<file path="src/hdl/block_average_downscaler_core_assert.svh">
// Assertion macros for the block average downscaler.
// Used by the top level only; expands to nothing when SYNTHESIS is defined.
`ifndef BLOCK_AVERAGE_DOWNSCALER_CORE_ASSERT_SVH
`define BLOCK_AVERAGE_DOWNSCALER_CORE_ASSERT_SVH
`ifndef SYNTHESIS
`define BAVG_ASSERT(label, clk_sig, rst_sig, prop) \
    label: assert property (@(posedge clk_sig) disable iff (!rst_sig) prop) \
        else $error("block_average_downscaler_core: assertion failed");
`define BAVG_NEVER(label, clk_sig, rst_sig, expr) \
    label: assert property (@(posedge clk_sig) disable iff (!rst_sig) !(expr)) \
        else $error("block_average_downscaler_core: forbidden condition");
`else
`define BAVG_ASSERT(label, clk_sig, rst_sig, prop)
`define BAVG_NEVER(label, clk_sig, rst_sig, expr)
`endif
`endif

</file>
<file path="src/hdl/bavg_pkg.sv">
// Shared types and constants for the block average downscaler.
// No dependencies; imported by the controller, the datapath and the top level.
package bavg_pkg;

    localparam int PIX_PORT_W = 16;
    localparam int FACTOR_W   = 5;
    localparam int COLS_W     = 11;
    localparam int ROWS_W     = 16;
    localparam int ROW_W      = 16;
    localparam int SUM_W      = 32;
    localparam int CFG_IDX_W  = 2;
    localparam int CFG_DATA_W = 16;

    // configuration register indexes
    localparam logic [CFG_IDX_W-1:0] CFG_FACTOR  = 2'd0;
    localparam logic [CFG_IDX_W-1:0] CFG_COLUMNS = 2'd1;
    localparam logic [CFG_IDX_W-1:0] CFG_ROWS    = 2'd2;

    localparam logic [FACTOR_W-1:0] FACTOR_RESET  = 5'd2;
    localparam logic [COLS_W-1:0]   COLUMNS_RESET = 11'd1024;
    localparam logic [ROWS_W-1:0]   ROWS_RESET    = 16'd1024;

    // divider job select
    typedef logic [2:0] div_sel_t;
    localparam div_sel_t DSEL_COL   = 3'd0;  // column_index / f
    localparam div_sel_t DSEL_ROW   = 3'd1;  // row_index / f
    localparam div_sel_t DSEL_OCOLS = 3'd2;  // columns / f
    localparam div_sel_t DSEL_OROWS = 3'd3;  // rows / f
    localparam div_sel_t DSEL_AVG   = 3'd4;  // block sum / f^2

    typedef struct packed {
        logic     clear;
        logic     accept;
        logic     sum_write;
        logic     div_start;
        div_sel_t div_sel;
        logic     out_load;
    } bavg_cmd_t;

    typedef struct packed {
        logic clr_done;
        logic emit;
        logic div_done;
    } bavg_status_t;

endpackage

</file>
<file path="src/hdl/bavg_ctrl.sv">
// Controller FSM: handshakes, RAM clear sweep, divider job sequencing.
// Depends on bavg_pkg; drives the datapath through bavg_cmd_t.
module bavg_ctrl import bavg_pkg::*; (
    input  logic         clk,
    input  logic         rst_n,
    input  logic         in_valid,
    output logic         in_stall,
    output logic         out_valid,
    input  logic         out_stall,
    input  logic         cfg_valid,
    output logic         cfg_ready,
    input  bavg_status_t status,
    output bavg_cmd_t    cmd
);

    localparam logic [2:0] S_CLEAR  = 3'd0;
    localparam logic [2:0] S_IDLE   = 3'd1;
    localparam logic [2:0] S_READ   = 3'd2;
    localparam logic [2:0] S_DSTART = 3'd3;
    localparam logic [2:0] S_DWAIT  = 3'd4;
    localparam logic [2:0] S_OUT    = 3'd5;

    logic [2:0] state_reg, state_next;
    div_sel_t   sel_reg, sel_next;
    logic       out_valid_reg, out_valid_next;

    always_comb
    begin
        state_next  = state_reg;
        sel_next    = sel_reg;
        cmd         = '0;
        cmd.div_sel = sel_reg;
        case (state_reg)
            S_CLEAR:
            begin
                cmd.clear = 1'b1;
                if (status.clr_done)
                begin
                    sel_next   = DSEL_COL;
                    state_next = S_DSTART;
                end
            end
            S_IDLE:
            begin
                // a config write wins over a pixel in the same cycle
                if (cfg_valid)
                begin
                    sel_next   = DSEL_COL;
                    state_next = S_DSTART;
                end
                else if (in_valid)
                begin
                    cmd.accept = 1'b1;
                    state_next = S_READ;
                end
            end
            S_READ:
            begin
                cmd.sum_write = 1'b1;
                if (status.emit)
                begin
                    sel_next   = DSEL_AVG;
                    state_next = S_DSTART;
                end
                else
                begin
                    state_next = S_IDLE;
                end
            end
            S_DSTART:
            begin
                cmd.div_start = 1'b1;
                state_next    = S_DWAIT;
            end
            S_DWAIT:
            begin
                if (status.div_done)
                begin
                    case (sel_reg)
                        DSEL_COL:
                        begin
                            sel_next   = DSEL_ROW;
                            state_next = S_DSTART;
                        end
                        DSEL_ROW:
                        begin
                            sel_next   = DSEL_OCOLS;
                            state_next = S_DSTART;
                        end
                        DSEL_OCOLS:
                        begin
                            sel_next   = DSEL_OROWS;
                            state_next = S_DSTART;
                        end
                        DSEL_AVG:   state_next = S_OUT;
                        default:    state_next = S_IDLE;
                    endcase
                end
            end
            S_OUT:
            begin
                if (!out_valid_reg || !out_stall)
                begin
                    cmd.out_load = 1'b1;
                    state_next   = S_IDLE;
                end
            end
            default:
            begin
                state_next = S_IDLE;
            end
        endcase
    end

    always_comb
    begin
        if (cmd.out_load)
            out_valid_next = 1'b1;
        else if (!out_stall)
            out_valid_next = 1'b0;
        else
            out_valid_next = out_valid_reg;
    end

    always_ff @(posedge clk or negedge rst_n)
    begin
        if (!rst_n)
        begin
            state_reg     <= S_CLEAR;
            sel_reg       <= DSEL_COL;
            out_valid_reg <= 1'b0;
        end
        else
        begin
            state_reg     <= state_next;
            sel_reg       <= sel_next;
            out_valid_reg <= out_valid_next;
        end
    end

    assign in_stall  = (state_reg != S_IDLE) || cfg_valid;
    assign cfg_ready = state_reg inside {S_IDLE, S_CLEAR};
    assign out_valid = out_valid_reg;

endmodule

</file>
<file path="config.mk">
export PLATFORM = sky130hd
export DESIGN_NAME = bavg_ctrl
export DESIGN_NICKNAME = d
export VERILOG_FILES = /design/src/hdl/block_average_downscaler_core_assert.svh /design/src/hdl/bavg_pkg.sv /design/src/hdl/bavg_ctrl.sv
export SDC_FILE = /design/constraint.sdc
export NUM_CORES = 1
export LEC_CHECK = 0
export BUFFER_PORTS_ARGS = -buffer_cell sky130_fd_sc_hd__clkbuf_2
export CORE_AREA = 2 2 39 41
export DETAILED_ROUTE_END_ITERATION = 10
export DIE_AREA = 0 0 41 43
export HOLD_SLACK_MARGIN = 0.05
export SLEW_MARGIN = 5
export SYNTH_ARGS = -nofsm -noshare
export SYNTH_HDL_FRONTEND = slang
export SYNTH_SLANG_ARGS = --single-unit
export TNS_END_PERCENT = 10
</file>
<file path="constraint.sdc">
create_clock -name clk -period 1.7 [get_ports clk]
set_input_delay 0.425 -clock clk [delete_from_list [all_inputs] [get_ports clk]]
set_output_delay 0.425 -clock clk [all_outputs]
set_load 0.01 [all_outputs]
</file>
; ---- Yosys cells after proc, flatten, opt, wreduce, memory -nomap -nowiden
; Cells that the tools add are included.
[word_totals]
out_inout_bits = 11
inputBits = 8
word_cells = 55
register_bits = 7
[op_classes]
mux = 24
eq_ne = 17
n_reduce_logical = 11
[op_table]
columns = op, n
row1 = $mux 3, 9
row2 = $pmux 3 s6, 1
row3 = $pmux 3 s4, 1
row4 = $mux 1, 10
row5 = $ne 2x2->1 const B, 5
row6 = $eq 3x2->1 const B, 3
row7 = $eq 3x3->1 const B, 3
row8 = $pmux 3 s3, 1
row9 = $eq 3x1->1 const B, 2
row10 = $logic_not 3->1, 2
row11 = $pmux 3 s2, 1
row12 = $reduce_and 6->1, 1
row13 = $ne 4x4->1 const B, 1
row14 = $reduce_and 4->1, 1
row15 = $reduce_bool 4->1, 1
row16 = $ne 3x1->1 const B, 1
row17 = $ne 3x3->1 const B, 1
row18 = $reduce_or 3->1, 1
row19 = $logic_not 1->1, 2
row20 = $logic_or 1x1->1, 2
row21 = $mux 2, 1
row22 = $ne 2x1->1 const B, 1
row23 = $reduce_bool 2->1, 1

; ---- Depth between registers and ports, before layout
; Gate-level depths: netlist of run 1.
[depth]
ltp_word = 5
mapped_depth = 6
depth_no_buf = 5

; ---- Worst setup path after synthesis of run 1
; OpenSTA, ideal clock, no wires.
[synth_timing]
path_type = register to output
startpoint = register state_reg[1]
endpoint = output cmd[6] (netlist bit)
arrival_time_ns = 1.088
path_buffers = 1
required_ns = 1.275
slack_ns = 0.187
path_stages_with_launch = 4
path_cell_list = dfrtp_1 > buf_2 > nor4b_2 > and2_1
[synth_lines]
columns = element, line
row1 = "start, declared", bavg_ctrl.sv:23  ; logic [2:0] state_reg, state_next;
row2 = "start signal, assigned", bavg_ctrl.sv:135  ; state_reg <= state_next;
row3 = "end, declared", bavg_ctrl.sv:13  ; output bavg_cmd_t cmd

==> impl_metrics.py, run 1 <==
metrics = {
    "yosys": {
        "syn-num-nets": 59,
        "netlist_area_um2": 474,
        "synthCells": 51,
        "yosysSeqAreaShare": 0.369,
        "yosysUniqueCellTypes": 29,
        "ys_ff_latch": 7,
        "yosysWarningCount": 0,
        "synth.avg_cell_area_um2": 9.30,
    },
    "floorplan": {
        "die-area_mm2": 0.00176,
        "start_util": 0.343,
        "pin_count": 19,
        "fp.dieW_um": 41,
        "die_y_um": 43,
        "fp.coreArea_mm2": 0.00138,
        "rows": 14,
    },
    "run": {
        "maxCapViolations": 0,
    },
    "detailed_routing": {
        "ant_nets": 0,
        "drc": 0,
        "routed_wl_um": 1160,
        "drt_iter0_drc": 9,
        "wl_per_cell_um": 11.8,
        "drtPass1Iterations": 4,
        "num_vias": 497,
        "avgViaCountPerCell": 5.07,
    },
    "global_route": {
        "grt_pass1_vias": 453,
        "grt-ovfl-total": 0,
        "grt_max_degree": 9,
        "grt_pass1_wl_um": 1770,
        "antenna_found_initial": 0,
        "grt.total_usage": 0.153,
    },
    "sta": {
        "hold_slack_ns": 0.419,
        "fmax_mhz": 575,
        "setup_ws_ns": -0.0395,
        "slew_headroom": 0.782,
        "rsz0062_at_grt": "true",
        "finalClockSkew_ns": 0.0000883,
        "hold_viol": 0,
        "drv_slew": 0,
        "layout_min_cycle_time_ns": 1.74,
        "tightestPinTransition_ns": 0.322,
        "min_period_over_period": 1.02,
        "tns_ns": -0.0395,
        "setup_violations": 1,
    },
    "cts": {
        "clk_latency_ns": 0.24,
        "ctsLongestPathBuffers": 2,
        "cts_tree": "built",
        "h-tree-depth": 1,
        "numCtsBuffers": 3,
        "cts.sinks": 7,
        "cts_root_buf": "clkbuf_4",
        "clk_pin_slew_ns": 0.05,
    },
    "min_path": {
        "hold_class": "primary input to flip-flop",
    },
    "run_status": {
        "violations": "setup timing",
        "outcome": "complete, but fails checks",
    },
    "power": {
        "vdd_drop_max_v": 0.000825,
        "power_density_mw_per_mm2": 1690,
        "p_leak_nw": 0.348,
        "finalPower_mw": 1.20,
    },
    "setup_path": {
        "worst_ep_required_time_ns": 1.27,
        "path_class": "flip-flop to primary output",
        "critPathArrivalTime_ns": 1.31,
        "cp_max_fo": 6,
        "worst_setup_path_start_kind": "flip-flop",
        "end_kind": "primary output",
    },
    "layout": {
        "final_nets": 91,
        "area_growth_pct": 50.1,
        "final_common_cell": "clkbuf_2",
        "antenna_cells": 0,
        "post_route_cells_drive_above_1_share": 0.512,
        "fillCellCount": 138,
        "layout_common_cells": "clkbuf_2, buf_4, nor2_1, dfrtp_1",
    },
    "placement": {
        "portBuffers": 18,
        "place.detailed.hpwl_um": 904,
        "routabilityCongestion": 0.718,
    },
}
per-stage QoR:
| stage | setup slack [ns] | utilization | instances | area, um2 |
|---|---|---|---|---|
| after floorplan | 0.187 | - | 51 | 474 |
| after global routing | -0.114 | 0.514 | 98 | 712 |
| final | -0.0395 | 0.514 | 98 | 712 |
| after detailed placement | 0.0559 | 0.450 | 90 | 623 |
| after global placement | 0.0797 | 0.450 | 90 | 623 |
| after CTS | -0.0336 | 0.495 | 96 | 684 |
Yosys cell counts:
library cell	number	area (um2)
a31oi_1	1	6.26
nand2_1	2	7.51
dfrtp_1	7	175
nor2_1	6	22.5
inv_2	1	3.75
a211oi_1	1	7.51
a211o_1	1	8.76
o21ai_1	1	5.00
nand2b_1	1	6.26
a221o_1	1	10.0
nor4b_2	1	15.0
buf_4	1	7.51
a211oi_2	1	12.5
nor2b_1	1	6.26
o22ai_1	2	12.5
buf_6	1	11.3
or3_1	1	6.26
nor3b_1	3	22.5
and2_1	3	18.8
buf_2	2	10.0
mux2_1	2	22.5
nand3b_1	1	7.51
and3b_1	1	8.76
nor4b_1	1	8.76
mux2i_1	1	10.0
a21oi_1	3	15.0
nor3_1	2	10.0
o31ai_1	1	7.51
o21ai_2	1	8.76
what timing repair did:
item,in CTS,in global routing
cloned,0,0
gates resized for setup,6,6
endpoints found under the setup margin,4,5
hold endpoints to repair,7,0
buffers inserted,1,2
pin swaps,2,2
hold buffers,1,0
per-layer routing:
layer / wire length, um / track usage
met3: 45 / 0.0157
met5: 0 / 0
met4: 9 / 0.100
met2: 569 / 0.225
met1: 533 / 0.203
power by group:
group	switching, mW	total [mW]	internal (mW)
Combinational	0.346	0.734	0.388
Sequential	0.0878	0.321	0.234
Clock	0.0571	0.146	0.0893
cell families after synthesis:
| kind of cell | Yosys count | synth area share |
|---|---|---|
| compound gates | 13 | 0.198 |
| simple gates | 23 | 0.296 |
| flops | 7 | 0.369 |
| mux | 3 | 0.0686 |
| buf+inv | 5 | 0.0686 |
layout make-up:
class                      instances  area [um2]  share of cell area
clock buffer                       4        26.3              0.0369
inverter                           1        3.75             0.00527
multi-input combinational         39         285               0.401
sequential                         7         179               0.251
tap                               16        20.0              0.0281
timing repair buffer              31         198               0.278
worst max-delay path, cell delays in order, from the launching register on:
cell     delay, ns
dfrtp_2       0.45
nor4b_4       0.34
and2_1        0.16
buf_2         0.12
worst paths after layout:
path | slack [ns] | cells after the start | to | startpoint
max | -0.04 | 3 | cmd[6] | state_reg[1]
min | 0.42 | 2 | state_reg[0] | in_valid
max reg2reg | 0.03 | 6 | sel_reg[1] | state_reg[0]
min reg2reg | 0.52 | 2 | out_valid | out_valid
max in group asynchronous | 0.96 | 2 | state_reg[2] | rst_n
min in group asynchronous | 0.56 | 2 | sel_reg[2] | rst_n
(Power assumes the default switching activity.)
==> run 2: changes to the inputs <==
ABC_AREA = 1   (was unset)
PLACE_DENSITY = 0.66   (was unset)
==> run 2 against run 1 <==
The run now ends clean. Final cell count increased by 13%. Power decreased by 1.9%. Clock skew up 0.00061 ns. Largest power group unchanged. Clock power about the same. Area after synthesis grew 12%. Sequential power increased by 10%. Register-to-register slack better by 0.37 ns.
==> impl_metrics.py, run 2 <==
metrics = {
    "sta": {
        "tightestPinTransition_ns": 0.225,
        "slew_headroom": 0.849,
        "setup_violations": 0,
        "tns_ns": 0,
        "min_period_over_period": 0.943,
        "finalClockSkew_ns": 0.000696,
        "rsz0062_at_grt": "false",
        "setup_ws_ns": 0.0967,
        "drv_slew": 0,
        "fmax_mhz": 624,
        "hold_viol": 0,
        "layout_min_cycle_time_ns": 1.60,
        "hold_slack_ns": 0.452,
    },
    "placement": {
        "place.detailed.hpwl_um": 905,
        "pre_cts_ws_ns": 0.248,
        "place_inst": 103,
        "portBuffers": 18,
        "routabilityCongestion": 0.738,
        "placed_area_um2": 623,
    },
    "setup_path": {
        "worst_setup_path_start_kind": "flip-flop",
        "r2r_start": "state_reg[0]",
        "path_class": "flip-flop to primary output",
        "cp_max_fo": 7,
        "worst_ep_required_time_ns": 1.27,
        "rr_endpoint": "sel_reg[0]",
        "endpoint": "cmd[6]",
        "regToRegSetupSlack_ns": 0.40,
        "critPathArrivalTime_ns": 1.18,
        "startpoint": "state_reg[2]",
        "worst-r2r-cell-count": 7,
        "end_kind": "primary output",
    },
    "yosys": {
        "synth.avg_cell_area_um2": 7.49,
        "synth_fa_ha_area_frac": 0,
        "synth_xor_area_frac": 0,
        "synthSimpleGateAreaFrac": 0.496,
        "synthFlopType": "dfrtp_1",
        "netlist_top_cells_count": "nand2_1, nor2_1, dfrtp_1, inv_1",
        "yosysUniqueCellTypes": 20,
        "ys_ff_latch": 7,
        "netlist_area_um2": 532,
        "syn-num-nets": 79,
        "synth_edf_count": 0,
        "yosysWarningCount": 0,
        "synthTopCellsByArea": "dfrtp_1, nand2_1, nand2_4",
        "synthCells": 71,
        "synth.top_cell.area_share": 0.329,
        "synth.most_common_cell": "nand2_1",
        "ys_async_sr_fraction": 1.00,
        "synth_compound_area_frac": 0.0682,
        "synth_top_area_cell": "dfrtp_1",
        "synth_top_family_by_area": "simple AND/OR/NAND/NOR gates",
        "yosysSeqAreaShare": 0.329,
        "muxShareOfSynthArea": 0,
    },
    "run": {
        "maxCapViolations": 0,
    },
    "floorplan": {
        "die-area_mm2": 0.00176,
        "fp.dieW_um": 41,
        "pin_count": 19,
        "fp.coreArea_mm2": 0.00138,
        "rows": 14,
        "die_y_um": 43,
        "start_util": 0.384,
    },
    "cts": {
        "cts_tree": "built",
        "clk_latency_ns": 0.24,
        "h-tree-depth": 1,
        "numCtsBuffers": 3,
        "ctsLongestPathBuffers": 2,
        "cts.sinks": 7,
        "clk_pin_slew_ns": 0.05,
        "cts_root_buf": "clkbuf_4",
    },
    "global_route": {
        "grt-ovfl-total": 0,
        "grt_max_degree": 10,
        "grt.total_usage": 0.151,
        "antenna_found_initial": 0,
        "grt_pass1_wl_um": 1790,
        "grt_pass1_vias": 459,
    },
    "layout": {
        "final_nets": 104,
        "area_growth_pct": 28.9,
        "antenna_cells": 0,
        "fin_util": 0.495,
        "layout_common_cells": "clkbuf_2, nand2_1, nor2_1, inv_1",
        "fillCellCount": 142,
        "stdcell_count": 111,
        "finalInstanceArea_um2": 686,
        "post_route_cells_drive_above_1_share": 0.484,
        "final_common_cell": "clkbuf_2",
    },
    "power": {
        "finalPower_mw": 1.18,
        "power_density_mw_per_mm2": 1720,
        "vdd_drop_max_v": 0.000784,
        "p_leak_nw": 0.376,
    },
    "detailed_routing": {
        "wl_per_cell_um": 10.8,
        "avgViaCountPerCell": 4.46,
        "num_vias": 495,
        "ant_nets": 0,
        "drt_iter0_drc": 5,
        "routed_wl_um": 1200,
        "drc": 0,
        "drtPass1Iterations": 2,
    },
    "min_path": {
        "hold_depth": 3,
        "hold_class": "primary input to flip-flop",
    },
    "run_status": {
        "outcome": "finished, final reports clean",
    },
}
[run 2: cell count changes after synthesis, moves of 3 or more]
| cell | previous run | this run |
|---|---|---|
| nand2_4 | 0 | 3 |
| nor2_4 | 0 | 3 |
| nand2_1 | 2 | 17 |
| inv_1 | 0 | 7 |
| nor2_2 | 0 | 4 |
| nand3_1 | 0 | 4 |
| and2_1 | 3 | 0 |
[run 2: cells by family after synthesis]
group,count (synthesis)
DFF,7
buffers and inverters,12
AOI/OAI and AO/OA,6
and+or+nand+nor,46
[run 2: worst max-delay path, stage by stage (launching register included)]
cell	delay, ns
dfrtp_2	0.48
nor2_4	0.15
nand2_4	0.09
nor2_1	0.09
clkbuf_2	0.13
[run 2: what timing repair did]
action,CTS,global route
cloned,0,0
setup buffers,0,3
endpoints found under the setup margin,3,4
pin swaps,0,1
gates resized for setup,1,2
hold endpoints to repair,7,0
hold buffers,1,0
[run 2: report_power, final]
group	total (mW)	switching, mW	internal, mW
clock	0.145	0.0558	0.0892
combinational	0.681	0.398	0.284
sequential	0.353	0.114	0.238
[run 2: worst min-delay path by stage]
stage                          from         end  slack, ns
after floorplan               rst_n   out_valid       0.13
final                     status[1]  sel_reg[2]       0.45
after global placement        rst_n   out_valid       0.27
after global routing      status[1]  sel_reg[2]       0.46
after CTS                 out_stall   out_valid       0.44
after detailed placement      rst_n   out_valid       0.27
[run 2: metal layers]
| layer | GRT usage | part of all wire | wire, um | vias to the layer above |
|---|---|---|---|---|
| met3 | 0.0471 | 0.045 | 54 | 0 |
| met5 | 0 | 0 | 0 | - |
| met1 | 0.186 | 0.46 | 549 | 216 |
| li1 | - | - | - | 266 |
| met2 | 0.253 | 0.50 | 593 | 13 |
| met4 | 0.0200 | 0 | 0 | 0 |
[run 2: cell type report]
class	count	area, um2	share of cell area
Clock buffer	4	26.3	0.0383
Timing Repair Buffer	22	123	0.179
Inverter	10	37.5	0.0547
Sequential cell	7	179	0.261
Multi-Input combinational cell	52	300	0.438
Tap cell	16	20.0	0.0292
